<file path="src/hw/rtl/rsn_pkg.sv">
// Shared types and constants for the RootSIFT row normalizer.
`default_nettype none
package rsn_pkg;

   localparam int ELEM_W     = 16;               // element and result width
   localparam int FRAC_SHIFT = 32;               // element * 2^32 before the divide
   localparam int QUOT_W     = FRAC_SHIFT + 1;   // quotient can reach exactly 2^32
   localparam int ROOT_W     = FRAC_SHIFT / 2;   // integer square root of a 32-bit value
   localparam int ROW_LEN_DEFAULT = 64;

   typedef enum logic [2:0] {
      ST_LOAD,
      ST_FETCH,
      ST_START,
      ST_DIV,
      ST_SQRT,
      ST_PUT
   } state_type;

   typedef struct packed {
      logic              done;
      logic [QUOT_W-1:0] quotient;
   } div_status_type;

   typedef struct packed {
      logic              done;
      logic [ROOT_W-1:0] root;
   } sqrt_status_type;

endpackage
`default_nettype wire

</file>
<file path="src/hw/rtl/rsn_ram.sv">
// Generic single-write, single-read RAM with registered read data.
`default_nettype none
module rsn_ram #(
   parameter int WIDTH = 16,
   parameter int DEPTH = 64
) (
   input  wire logic                     clock,
   input  wire logic                     wr_en,
   input  wire logic [$clog2(DEPTH)-1:0] wr_addr,
   input  wire logic [WIDTH-1:0]         wr_data,
   input  wire logic                     rd_en,
   input  wire logic [$clog2(DEPTH)-1:0] rd_addr,
   output logic      [WIDTH-1:0]         rd_data_ff
);

   logic [WIDTH-1:0] mem_ff [DEPTH];

   always_ff @(posedge clock) begin
      if (wr_en) begin
         mem_ff[wr_addr] <= wr_data;
      end
      if (rd_en) begin
         rd_data_ff <= mem_ff[rd_addr];
      end
   end

endmodule
`default_nettype wire

</file>
<file path="src/hw/rtl/rsn_divider.sv">
// Bit-serial restoring divider: floor(element * 2^32 / sum), one quotient bit per cycle.
`default_nettype none
module rsn_divider #(
   parameter int SUM_W = 22
) (
   input  wire logic                       clock,
   input  wire logic                       reset,
   input  wire logic                       start,
   input  wire logic [rsn_pkg::ELEM_W-1:0] dividend,
   input  wire logic [SUM_W-1:0]           divisor,   // held stable while busy
   output rsn_pkg::div_status_type         status
);

   localparam int CNT_W = $clog2(rsn_pkg::FRAC_SHIFT + 1);

   logic [SUM_W-1:0]           rem_ff, rem_in;
   logic [rsn_pkg::QUOT_W-1:0] quot_ff, quot_in;
   logic [CNT_W-1:0]           cnt_ff, cnt_in;
   logic                       busy_ff, busy_in;
   logic                       done_ff, done_in;

   logic [SUM_W-1:0] dividend_ext;
   logic             top_bit;
   logic [SUM_W:0]   rem_dbl;
   logic             ge;

   always_comb begin
      dividend_ext = SUM_W'(dividend);
      top_bit      = (dividend_ext >= divisor);
      rem_dbl      = {rem_ff, 1'b0};
      ge           = (rem_dbl >= {1'b0, divisor});

      rem_in  = rem_ff;
      quot_in = quot_ff;
      cnt_in  = cnt_ff;
      busy_in = busy_ff;
      done_in = 1'b0;

      if (start) begin
         // element never exceeds the sum, so the integer part is one bit
         rem_in  = top_bit ? (dividend_ext - divisor) : dividend_ext;
         quot_in = rsn_pkg::QUOT_W'(top_bit);
         cnt_in  = CNT_W'(rsn_pkg::FRAC_SHIFT);
         busy_in = 1'b1;
      end else if (busy_ff) begin
         rem_in  = ge ? SUM_W'(rem_dbl - {1'b0, divisor}) : SUM_W'(rem_dbl);
         quot_in = {quot_ff[rsn_pkg::QUOT_W-2:0], ge};
         cnt_in  = cnt_ff - 1'b1;
         if (cnt_ff == CNT_W'(1)) begin
            busy_in = 1'b0;
            done_in = 1'b1;
         end
      end
   end

   always_ff @(posedge clock) begin
      if (reset) begin
         busy_ff <= 1'b0;
         done_ff <= 1'b0;
         cnt_ff  <= '0;
      end else begin
         busy_ff <= busy_in;
         done_ff <= done_in;
         cnt_ff  <= cnt_in;
      end
      rem_ff  <= rem_in;
      quot_ff <= quot_in;
   end

   assign status.done     = done_ff;
   assign status.quotient = quot_ff;

endmodule
`default_nettype wire

</file>
<file path="src/hw/rtl/rsn_sqrt.sv">
// Digit-serial integer square root of a 32-bit value, one root bit per cycle.
`default_nettype none
module rsn_sqrt (
   input  wire logic                           clock,
   input  wire logic                           reset,
   input  wire logic                           start,
   input  wire logic [rsn_pkg::FRAC_SHIFT-1:0] radicand,
   output rsn_pkg::sqrt_status_type            status
);

   localparam int ROOT_W = rsn_pkg::ROOT_W;
   localparam int REM_W  = ROOT_W + 1;
   localparam int CNT_W  = $clog2(ROOT_W + 1);

   logic [rsn_pkg::FRAC_SHIFT-1:0] rad_ff, rad_in;
   logic [REM_W-1:0]               rem_ff, rem_in;
   logic [ROOT_W-1:0]              root_ff, root_in;
   logic [CNT_W-1:0]               cnt_ff, cnt_in;
   logic                           busy_ff, busy_in;
   logic                           done_ff, done_in;

   logic [REM_W+1:0] rem_sh;
   logic [REM_W+1:0] trial;
   logic             ge;

   always_comb begin
      rem_sh = {rem_ff, rad_ff[rsn_pkg::FRAC_SHIFT-1 -: 2]};
      trial  = (REM_W + 2)'({root_ff, 2'b01});
      ge     = (rem_sh >= trial);

      rad_in  = rad_ff;
      rem_in  = rem_ff;
      root_in = root_ff;
      cnt_in  = cnt_ff;
      busy_in = busy_ff;
      done_in = 1'b0;

      if (start) begin
         rad_in  = radicand;
         rem_in  = '0;
         root_in = '0;
         cnt_in  = CNT_W'(ROOT_W);
         busy_in = 1'b1;
      end else if (busy_ff) begin
         // bring down two radicand bits, try appending a one to the root
         rad_in  = {rad_ff[rsn_pkg::FRAC_SHIFT-3:0], 2'b00};
         rem_in  = ge ? REM_W'(rem_sh - trial) : REM_W'(rem_sh);
         root_in = {root_ff[ROOT_W-2:0], ge};
         cnt_in  = cnt_ff - 1'b1;
         if (cnt_ff == CNT_W'(1)) begin
            busy_in = 1'b0;
            done_in = 1'b1;
         end
      end
   end

   always_ff @(posedge clock) begin
      if (reset) begin
         busy_ff <= 1'b0;
         done_ff <= 1'b0;
         cnt_ff  <= '0;
      end else begin
         busy_ff <= busy_in;
         done_ff <= done_in;
         cnt_ff  <= cnt_in;
      end
      rad_ff  <= rad_in;
      rem_ff  <= rem_in;
      root_ff <= root_in;
   end

   assign status.done = done_ff;
   assign status.root = root_ff;

endmodule
`default_nettype wire

</file>
<file path="src/hw/rtl/rootsift_row_normalizer.sv">
// Top level of the RootSIFT row normalizer: row store, L1 sum and result sequencing.
// Loading accepts one word per cycle; a row closes on tlast or after ROW_LEN words.
// Each result then runs through a RAM read, a bit-serial divide, a bit-serial
// square root and an output load in turn; the output load waits for a free output
// register. No words are taken until the row's last result has been loaded.
// Synchronous active-high reset clears the sum, count, read index, sequencer and output valid.
`default_nettype none
module rootsift_row_normalizer #(
   parameter int ROW_LEN = rsn_pkg::ROW_LEN_DEFAULT
) (
   input  wire logic        clock,
   input  wire logic        reset,
   // input words
   input  wire logic        req_tvalid,
   output logic             req_tready,
   input  wire logic [15:0] req_tdata,   // [15:0] element_value
   input  wire logic        req_tlast,   // row_last
   // result words
   output logic             rsp_tvalid,
   input  wire logic        rsp_tready,
   output logic [15:0]      rsp_tdata,   // [15:0] root_value
   output logic             rsp_tlast    // out_last
);

   localparam int ELEM_W = rsn_pkg::ELEM_W;
   localparam int IDX_W  = $clog2(ROW_LEN);
   localparam int CNT_W  = $clog2(ROW_LEN + 1);
   localparam int SUM_W  = ELEM_W + IDX_W;   // ROW_LEN * 65535 never wraps

   rsn_pkg::state_type state_ff, state_in;

   logic [SUM_W-1:0]  sum_ff, sum_in;
   logic [CNT_W-1:0]  count_ff, count_in;
   logic [IDX_W-1:0]  idx_ff, idx_in;
   logic              rsp_valid_ff, rsp_valid_in;
   logic [ELEM_W-1:0] rsp_data_ff, rsp_data_in;
   logic              rsp_last_ff, rsp_last_in;

   logic              ram_we, ram_re;
   logic [ELEM_W-1:0] ram_rdata;
   logic              div_start, sqrt_start;
   logic              accept, row_close, row_end, load_out;
   logic [CNT_W-1:0]  count_inc;
   logic [ELEM_W-1:0] result;

   rsn_pkg::div_status_type  div_st;
   rsn_pkg::sqrt_status_type sqrt_st;

   // Hold the row; write at the arrival index, read back in arrival order.
   rsn_ram #(
      .WIDTH (ELEM_W),
      .DEPTH (ROW_LEN)
   ) u_store (
      .clock      (clock),
      .wr_en      (ram_we),
      .wr_addr    (count_ff[IDX_W-1:0]),
      .wr_data    (req_tdata),
      .rd_en      (ram_re),
      .rd_addr    (idx_ff),
      .rd_data_ff (ram_rdata)
   );

   // Quotient element * 2^32 / sum, one bit per cycle; sum_ff holds during emission.
   rsn_divider #(
      .SUM_W (SUM_W)
   ) u_div (
      .clock    (clock),
      .reset    (reset),
      .start    (div_start),
      .dividend (ram_rdata),
      .divisor  (sum_ff),
      .status   (div_st)
   );

   // Square root of the low 32 quotient bits; the top bit only marks 1.0.
   rsn_sqrt u_sqrt (
      .clock    (clock),
      .reset    (reset),
      .start    (sqrt_start),
      .radicand (div_st.quotient[rsn_pkg::FRAC_SHIFT-1:0]),
      .status   (sqrt_st)
   );

   always_comb begin
      count_inc = count_ff + 1'b1;
      accept    = (state_ff == rsn_pkg::ST_LOAD) && req_tvalid;
      row_close = req_tlast || (count_inc == CNT_W'(ROW_LEN));
      row_end   = ((CNT_W'(idx_ff) + 1'b1) == count_ff);

      // zero sum gives zero; element equal to the sum saturates
      priority if (sum_ff == '0) begin
         result = '0;
      end else if (div_st.quotient[rsn_pkg::QUOT_W-1]) begin
         result = '1;
      end else begin
         result = sqrt_st.root;
      end
   end

   // Sequencer: load words, then walk the store one entry at a time.
   always_comb begin
      state_in   = state_ff;
      req_tready = 1'b0;
      ram_we     = 1'b0;
      ram_re     = 1'b0;
      div_start  = 1'b0;
      sqrt_start = 1'b0;
      load_out   = 1'b0;

      unique case (state_ff)
         rsn_pkg::ST_LOAD: begin
            req_tready = 1'b1;
            if (req_tvalid) begin
               ram_we = 1'b1;
               if (row_close) begin
                  state_in = rsn_pkg::ST_FETCH;
               end
            end
         end
         rsn_pkg::ST_FETCH: begin
            ram_re   = 1'b1;
            state_in = rsn_pkg::ST_START;
         end
         rsn_pkg::ST_START: begin
            div_start = 1'b1;
            state_in  = rsn_pkg::ST_DIV;
         end
         rsn_pkg::ST_DIV: begin
            if (div_st.done) begin
               sqrt_start = 1'b1;
               state_in   = rsn_pkg::ST_SQRT;
            end
         end
         rsn_pkg::ST_SQRT: begin
            if (sqrt_st.done) begin
               state_in = rsn_pkg::ST_PUT;
            end
         end
         rsn_pkg::ST_PUT: begin
            // wait for a free output register, then advance or drop back to loading
            if (!rsp_valid_ff || rsp_tready) begin
               load_out = 1'b1;
               state_in = row_end ? rsn_pkg::ST_LOAD : rsn_pkg::ST_FETCH;
            end
         end
         default: begin
            state_in = rsn_pkg::ST_LOAD;
         end
      endcase
   end

   // Running sum, count and read index.
   always_comb begin
      sum_in   = sum_ff;
      count_in = count_ff;
      idx_in   = idx_ff;
      if (accept) begin
         sum_in   = sum_ff + SUM_W'(req_tdata);
         count_in = count_inc;
      end
      if (load_out) begin
         if (row_end) begin
            sum_in   = '0;
            count_in = '0;
            idx_in   = '0;
         end else begin
            idx_in = idx_ff + 1'b1;
         end
      end
   end

   // Output register parts the result side from the sequencer.
   always_comb begin
      rsp_valid_in = rsp_valid_ff;
      rsp_data_in  = rsp_data_ff;
      rsp_last_in  = rsp_last_ff;
      if (rsp_valid_ff && rsp_tready) begin
         rsp_valid_in = 1'b0;
      end
      if (load_out) begin
         rsp_valid_in = 1'b1;
         rsp_data_in  = result;
         rsp_last_in  = row_end;
      end
   end

   always_ff @(posedge clock) begin
      if (reset) begin
         state_ff     <= rsn_pkg::ST_LOAD;
         sum_ff       <= '0;
         count_ff     <= '0;
         idx_ff       <= '0;
         rsp_valid_ff <= 1'b0;
      end else begin
         state_ff     <= state_in;
         sum_ff       <= sum_in;
         count_ff     <= count_in;
         idx_ff       <= idx_in;
         rsp_valid_ff <= rsp_valid_in;
      end
      rsp_data_ff <= rsp_data_in;
      rsp_last_ff <= rsp_last_in;
   end

   assign rsp_tvalid = rsp_valid_ff;
   assign rsp_tdata  = rsp_data_ff;
   assign rsp_tlast  = rsp_last_ff;

endmodule
`default_nettype wire

</file>
<file path="config.mk">
export PLATFORM = sky130hd
export DESIGN_NAME = rootsift_row_normalizer
export DESIGN_NICKNAME = d
export VERILOG_FILES = /design/src/hw/rtl/rsn_pkg.sv /design/src/hw/rtl/rsn_ram.sv /design/src/hw/rtl/rsn_divider.sv /design/src/hw/rtl/rsn_sqrt.sv /design/src/hw/rtl/rootsift_row_normalizer.sv
export SDC_FILE = /design/constraint.sdc
export NUM_CORES = 2
export LEC_CHECK = 0
export ABC_AREA = 1
export BUFFER_PORTS_ARGS = -buffer_cell sky130_fd_sc_hd__buf_4
export CAP_MARGIN = 20
export CORE_MARGIN = 1
export CORE_UTILIZATION = 25
export CTS_BUF_LIST = sky130_fd_sc_hd__clkbuf_4 sky130_fd_sc_hd__clkbuf_8
export DETAILED_ROUTE_END_ITERATION = 6
export GPL_ROUTABILITY_DRIVEN = 0
export HOLD_SLACK_MARGIN = 0.03
export PLACE_DENSITY = 0.37
export SLEW_MARGIN = 20
export SYNTH_ARGS = -nofsm -noshare
export SYNTH_HDL_FRONTEND = slang
export SYNTH_HIERARCHICAL = 1
export SYNTH_SLANG_ARGS = --single-unit
</file>
<file path="constraint.sdc">
create_clock -name clock -period 3.4 [get_ports clock]
set_input_delay 0.17 -clock clock [delete_from_list [all_inputs] [get_ports clock]]
set_output_delay 0.17 -clock clock [all_outputs]
set_load 0.02 [all_outputs]
</file>
## Word level (Yosys, flattened, before mapping)

Memories as Yosys holds them, arrays and structs flattened. A register that Yosys moved wholly into a read port is not among the register bits.
Cells that the tools add are included.

- Add/sub/neg operators: 9
- $lt $le $gt $ge: 3
- Eq/ne operators: 14
- Muxes and demuxes: 49
- Bitwise operators: 2
- Reduce and logical (&&, ||, !) cells: 15

Operators with widths:

| operator | count |
|---|---|
| 2-to-1 mux 22 bit | 7 |
| 2-to-1 mux 32 bit | 2 |
| 2-to-1 mux 1 bit | 24 |
| greater-or-equal comparator 23 x 22 -> 1 bit | 1 |
| adder 22 x 16 -> 22 bit | 1 |
| greater-or-equal comparator 16 x 22 -> 1 bit | 1 |
| zero test 22 bit | 1 |
| subtractor 16 x 22 -> 22 bit | 1 |
| subtractor 22 bit | 1 |
| 2-to-1 mux 7 bit | 3 |
| greater-or-equal comparator 19 x 18 -> 1 bit | 1 |
| 2-to-1 mux 6 bit | 3 |
| one-hot mux 3 bit (6 select lines) | 1 |
| 2-to-1 mux 17 bit | 1 |
| subtractor 17 bit | 1 |
| 2-to-1 mux 16 bit | 1 |
| 2-to-1 mux 3 bit | 5 |
| 2-to-1 mux 5 bit | 2 |
| adder 6 x 1 -> 7 bit (second input constant) | 1 |
| adder 7 x 1 -> 7 bit (second input constant) | 1 |
| == test 7 bit | 1 |
| == test 7 bit (second input constant) | 1 |
| adder 6 x 1 -> 6 bit (second input constant) | 1 |
| == test 3 x 2 -> 1 bit (second input constant) | 2 |
| 17 further kinds | 28 |

- Flip-flop bits (word level): 191
- Bits in writable memories: 1024
- Input port bits: 21
- Output and inout port bits: 19
- Word-level logic and storage cells: 114
- Memories: 1

Memories:

| memory | depth | bits a word | read ports | clocked after Yosys merged registers in | write ports | line | RTL |
|---|---|---|---|---|---|---|---|
| u_store.mem_ff | 64 | 16 | 1 | 1 | 1 | rsn_ram.sv:16 | `logic [WIDTH-1:0] mem_ff [DEPTH];` |

## Logic depth before layout (Yosys ltp)

- Depth in word-level cells: 6
- Gate-level depth with buffers: 16
- Gate-level depth less buffers: 16

## Cells and area by module

Netlist, hierarchy kept.

By module, submodules not included:

| module | times used | cells an instance | area an instance (um2) | sequential area each (um2) |
|---|---|---|---|---|
| rsn_ram | 1 | 3517 | 42259.3 | 31230.0 |
| rsn_divider | 1 | 908 | 5691.7 | 1491.4 |
| rsn_sqrt | 1 | 562 | 4098.9 | 1761.7 |
| rootsift_row_normalizer | 1 | 535 | 3587.2 | 1291.2 |

## Least setup slack after synthesis

OpenSTA, ideal clock, no wires.

- Kind: register to register
- Start point: register state_ff[0]
- End point: memory u_store.mem_ff[48][0], enable pin
- Setup time: 431 ps
- Data arrival time: 3417 ps
- Required time: 2969 ps
- Slack: -448 ps
- Cell stages (with the launch flop): 11
- Path buffers: 3
- Clock period less this slack: 3848 ps
- Cell sequence: dfxtp_1 -> nor2_1 -> nand2_1 -> inv_1 -> nand2_1 -> inv_1 -> buf_2 -> buf_2 -> clkbuf_1 -> nand4_1 -> nor4_1

- Cells in the longest elaborated chain, start to end: 4

Ends and longest elaborated chain:

| what | line | RTL |
|---|---|---|
| from (decl) | rootsift_row_normalizer.sv:30 | `rsn_pkg::state_type state_ff, state_in;` |
| from (signal assigned) | rootsift_row_normalizer.sv:189 | `state_ff <= rsn_pkg::ST_LOAD;` |
| from (signal assigned) | rootsift_row_normalizer.sv:195 | `state_ff <= state_in;` |
| zero test 3 bit | rootsift_row_normalizer.sv:110 | `unique case (state_ff)` |
| 2-to-1 mux 1 bit | rootsift_row_normalizer.sv:110 |  |
| 2-to-1 mux 1 bit | rsn_ram.sv:19 | `if (wr_en) begin` |
| 2-to-1 mux 1 bit (implied by the code) | rsn_ram.sv:20 | `mem_ff[wr_addr] <= wr_data;` |
| to (decl) | rsn_ram.sv:16 |  |

No other way between the ends.

==> metrics <==
Max Clk Rate=0.335 GHz; vias post-DR=40083; Hold WS=0.198 ns; IO Port Bufs=39; Leak=24.4 nW; Critical R2R Capture=u_store/rd_data_ff[0]; Reg2Reg Launch Point=idx_ff[0]; CTS tree=done; first-pass GRT wire length=275000 µm; critical path startpoint=idx_ff[0]; VDD IR max=412 µV; commonest non-fill, non-tap cell in the layout=nand2_1; Reg2Reg Depth=10; setup bufs post-CTS=0; full die area=224000 µm²; # fillers=23257; number of global-route vias before repair=39824; Final Max Tran Viols=0; commonest non-fill, non-tap cells in the layout=nand2_1 (1929), edfxtp_1 (1112), nand3_1 (1025), inv_1 (276), clkbuf_8 (234); 1st-iter DRT viols=2765; Slew @ Worst Pin=0.962 ns; startpoint types=flip-flop; endpoints failing hold=0; met1 usage=22.9%; max_slew headroom=35.9%; I/O pin count=40; post-layout util=29.2%; HPWL after detailed placement=115000 µm; fin worst setup slack=0.418 ns; syn nets=5624; pre-CTS WS=0.447 ns; Die Height=474 µm; endpoint type of the worst setup path=flip-flop; asr flop ratio synth=0%; Tmin final=2.98 ns; Synth Flop Type=edfxtp_1; Tightest Hold Check Type=in -> reg; Reg2Reg Setup Slack=0.42 ns; pin count of the biggest net entering global routing=115; Post-Route WL=187000 µm; setup TNS=0 ns; Die X=474 µm; met3 usage=2.34%; RSZ-0062 raised after global routing=no; Layout Skew=0.0466 ns; initial antenna violation count=15; Cells after Synth=5522; hold endpoint=rsp_tvalid; data required time of the worst path=4.02 ns; share of cells above drive strength 1=11.9%; Yosys warning count=6; core box area=220000 µm²; post-CTS sizing=0; htree depth=4; Hold-fix buffers, CTS=24; clock-pin transition on the worst setup and hold timing paths=0.06 ns; EDFF count, synth=1112; fin nets=5825; # rows=172; Pre-antenna DRT Iters=5; Initial Utilization=25.2%; Worst Path Arrival=3.61 ns; pwr/cell area=687 nW/µm²; Synth Cell Area=55600 µm²; Hold Path Depth=5; Root Driver=clkbuf_8; critical path class=reg -> reg; HP Start=rsp_tready; count of cell types in the netlist=56; critical-path maximum fanout=91; syn avg cell area=10.1 µm²; WL per Instance=21.1 µm; GR peak layer=met2; area delta synth->final=15.8%; GRT overflow=0; Setup violations, final=0; sequential-to-total area share from yosys stat=64.3%; met2 Use GR=26.7%; max_cap viols=0; Post-DRT Antenna Nets=0; mean number of vias per cell=4.52; Tcrit/Tclk final=87.7%; CTS Buf Count=225; Final Power=0.0443 W; status=complete, no violations; Total GRT Usage=16.5%; DRC viols=0; #FFs+latches synth=1231; # clock sinks=1231; worst skew pair latency=0.97 ns; clk buf depth=3
==> worst max-delay path, cell delays in order, from the launching register on <==
cell	delay, ns
dfxtp_4	0.56
clkinv_16	0.27
buf_12	0.34
nand2_1	0.13
nand3_1	0.07
nand3_1	0.13
nand2_1	0.07
nand2_1	0.14
nand3_1	0.29
nand3_1	0.17
nand2_1	0.26
==> metrics by stage <==
step,instance area [µm²],std cells
finish,64400,8868
global route,64400,8863
CTS,64400,8862
detailed placement,59800,8430
global placement,59800,8430
floorplan,55600,5522
==> logic make-up (layout without fill, tap and decap cells) <==
kind of cell               count (synthesis)  count (layout)  share of synthesized area, %
xor gates and xnor gates                  26              26                         0.409
and+or+nand+nor                         3386            3386                          26.1
DFF                                     1231            1231                          64.3
buffers and inverters                    571             953                          5.11
other                                      0               6                             0
muxes                                      1               1                        0.0180
AOI/OAI and AO/OA                        226             226                          2.23
adders and majority gates                 81              81                          1.86
==> cell type report <==
class / count / area (µm²) / area share, %
Multi-Input combinational cell: 3720 / 17200 / 26.7
Sequential cell: 1231 / 35800 / 55.5
Timing Repair Buffer: 248 / 2180 / 3.39
Antenna cell: 6 / 15.0 / 0.0233
Tap cell: 2958 / 3700 / 5.74
Clock inverter: 100 / 626 / 0.971
Clock buffer: 308 / 3780 / 5.86
Inverter: 297 / 1150 / 1.79
==> report_power, final <==
group | internal, W | total (W) | switching [W]
sequential | 0.0176 | 0.0182 | 0.000694
clock | 0.00755 | 0.0141 | 0.00652
combinational | 0.00369 | 0.0120 | 0.00827
==> worst max-delay path by stage <==
stage                                  endpoint  cells past startpoint
final                     u_store/rd_data_ff[0]                     10
after CTS                 u_store/rd_data_ff[0]                     10
after floorplan           u_store/mem_ff[48][0]                     10
after detailed placement  u_store/rd_data_ff[0]                     10
after global placement    u_store/rd_data_ff[0]                     10
after global routing      u_store/rd_data_ff[0]                     10
==> Yosys cell counts (18+ instances only) <==
master	instances	area share, %
a21oi_1	81	0.73
buf_2	126	1.1
buf_4	22	0.30
buf_6	59	1.2
clkbuf_1	49	0.33
dfxtp_1	119	4.3
edfxtp_1	1112	60
ha_1	78	1.8
inv_1	278	1.9
nand2_1	1929	13
nand3_1	1025	9.2
nand3b_1	36	0.49
nand4_1	31	0.35
nor2_1	271	1.8
nor3_1	18	0.16
o21ai_0	97	0.87
==> state kept, by name, indices dropped and copies added, names as in the netlist, 7 cells and up <==
name	cells
u_store/rd_data_ff	16
u_store/mem_ff	1024
u_sqrt/root_ff	16
sum_ff	22
rsp_tdata	16
u_sqrt/rem_ff	17
u_div/quot_ff	33
u_div/rem_ff	22
u_sqrt/rad_ff	32
count_ff	7
==> metal layers <==
layer | vias up | wire length, µm | part of all wire (%)
met1 | 19715 | 89100 | 48
met5 | - | 12 | 0.0064
met4 | 2 | 4430 | 2.4
met3 | 283 | 7200 | 3.8
li1 | 19310 | - | -
met2 | 773 | 86500 | 46
Power figures use the tool's default switching activity.
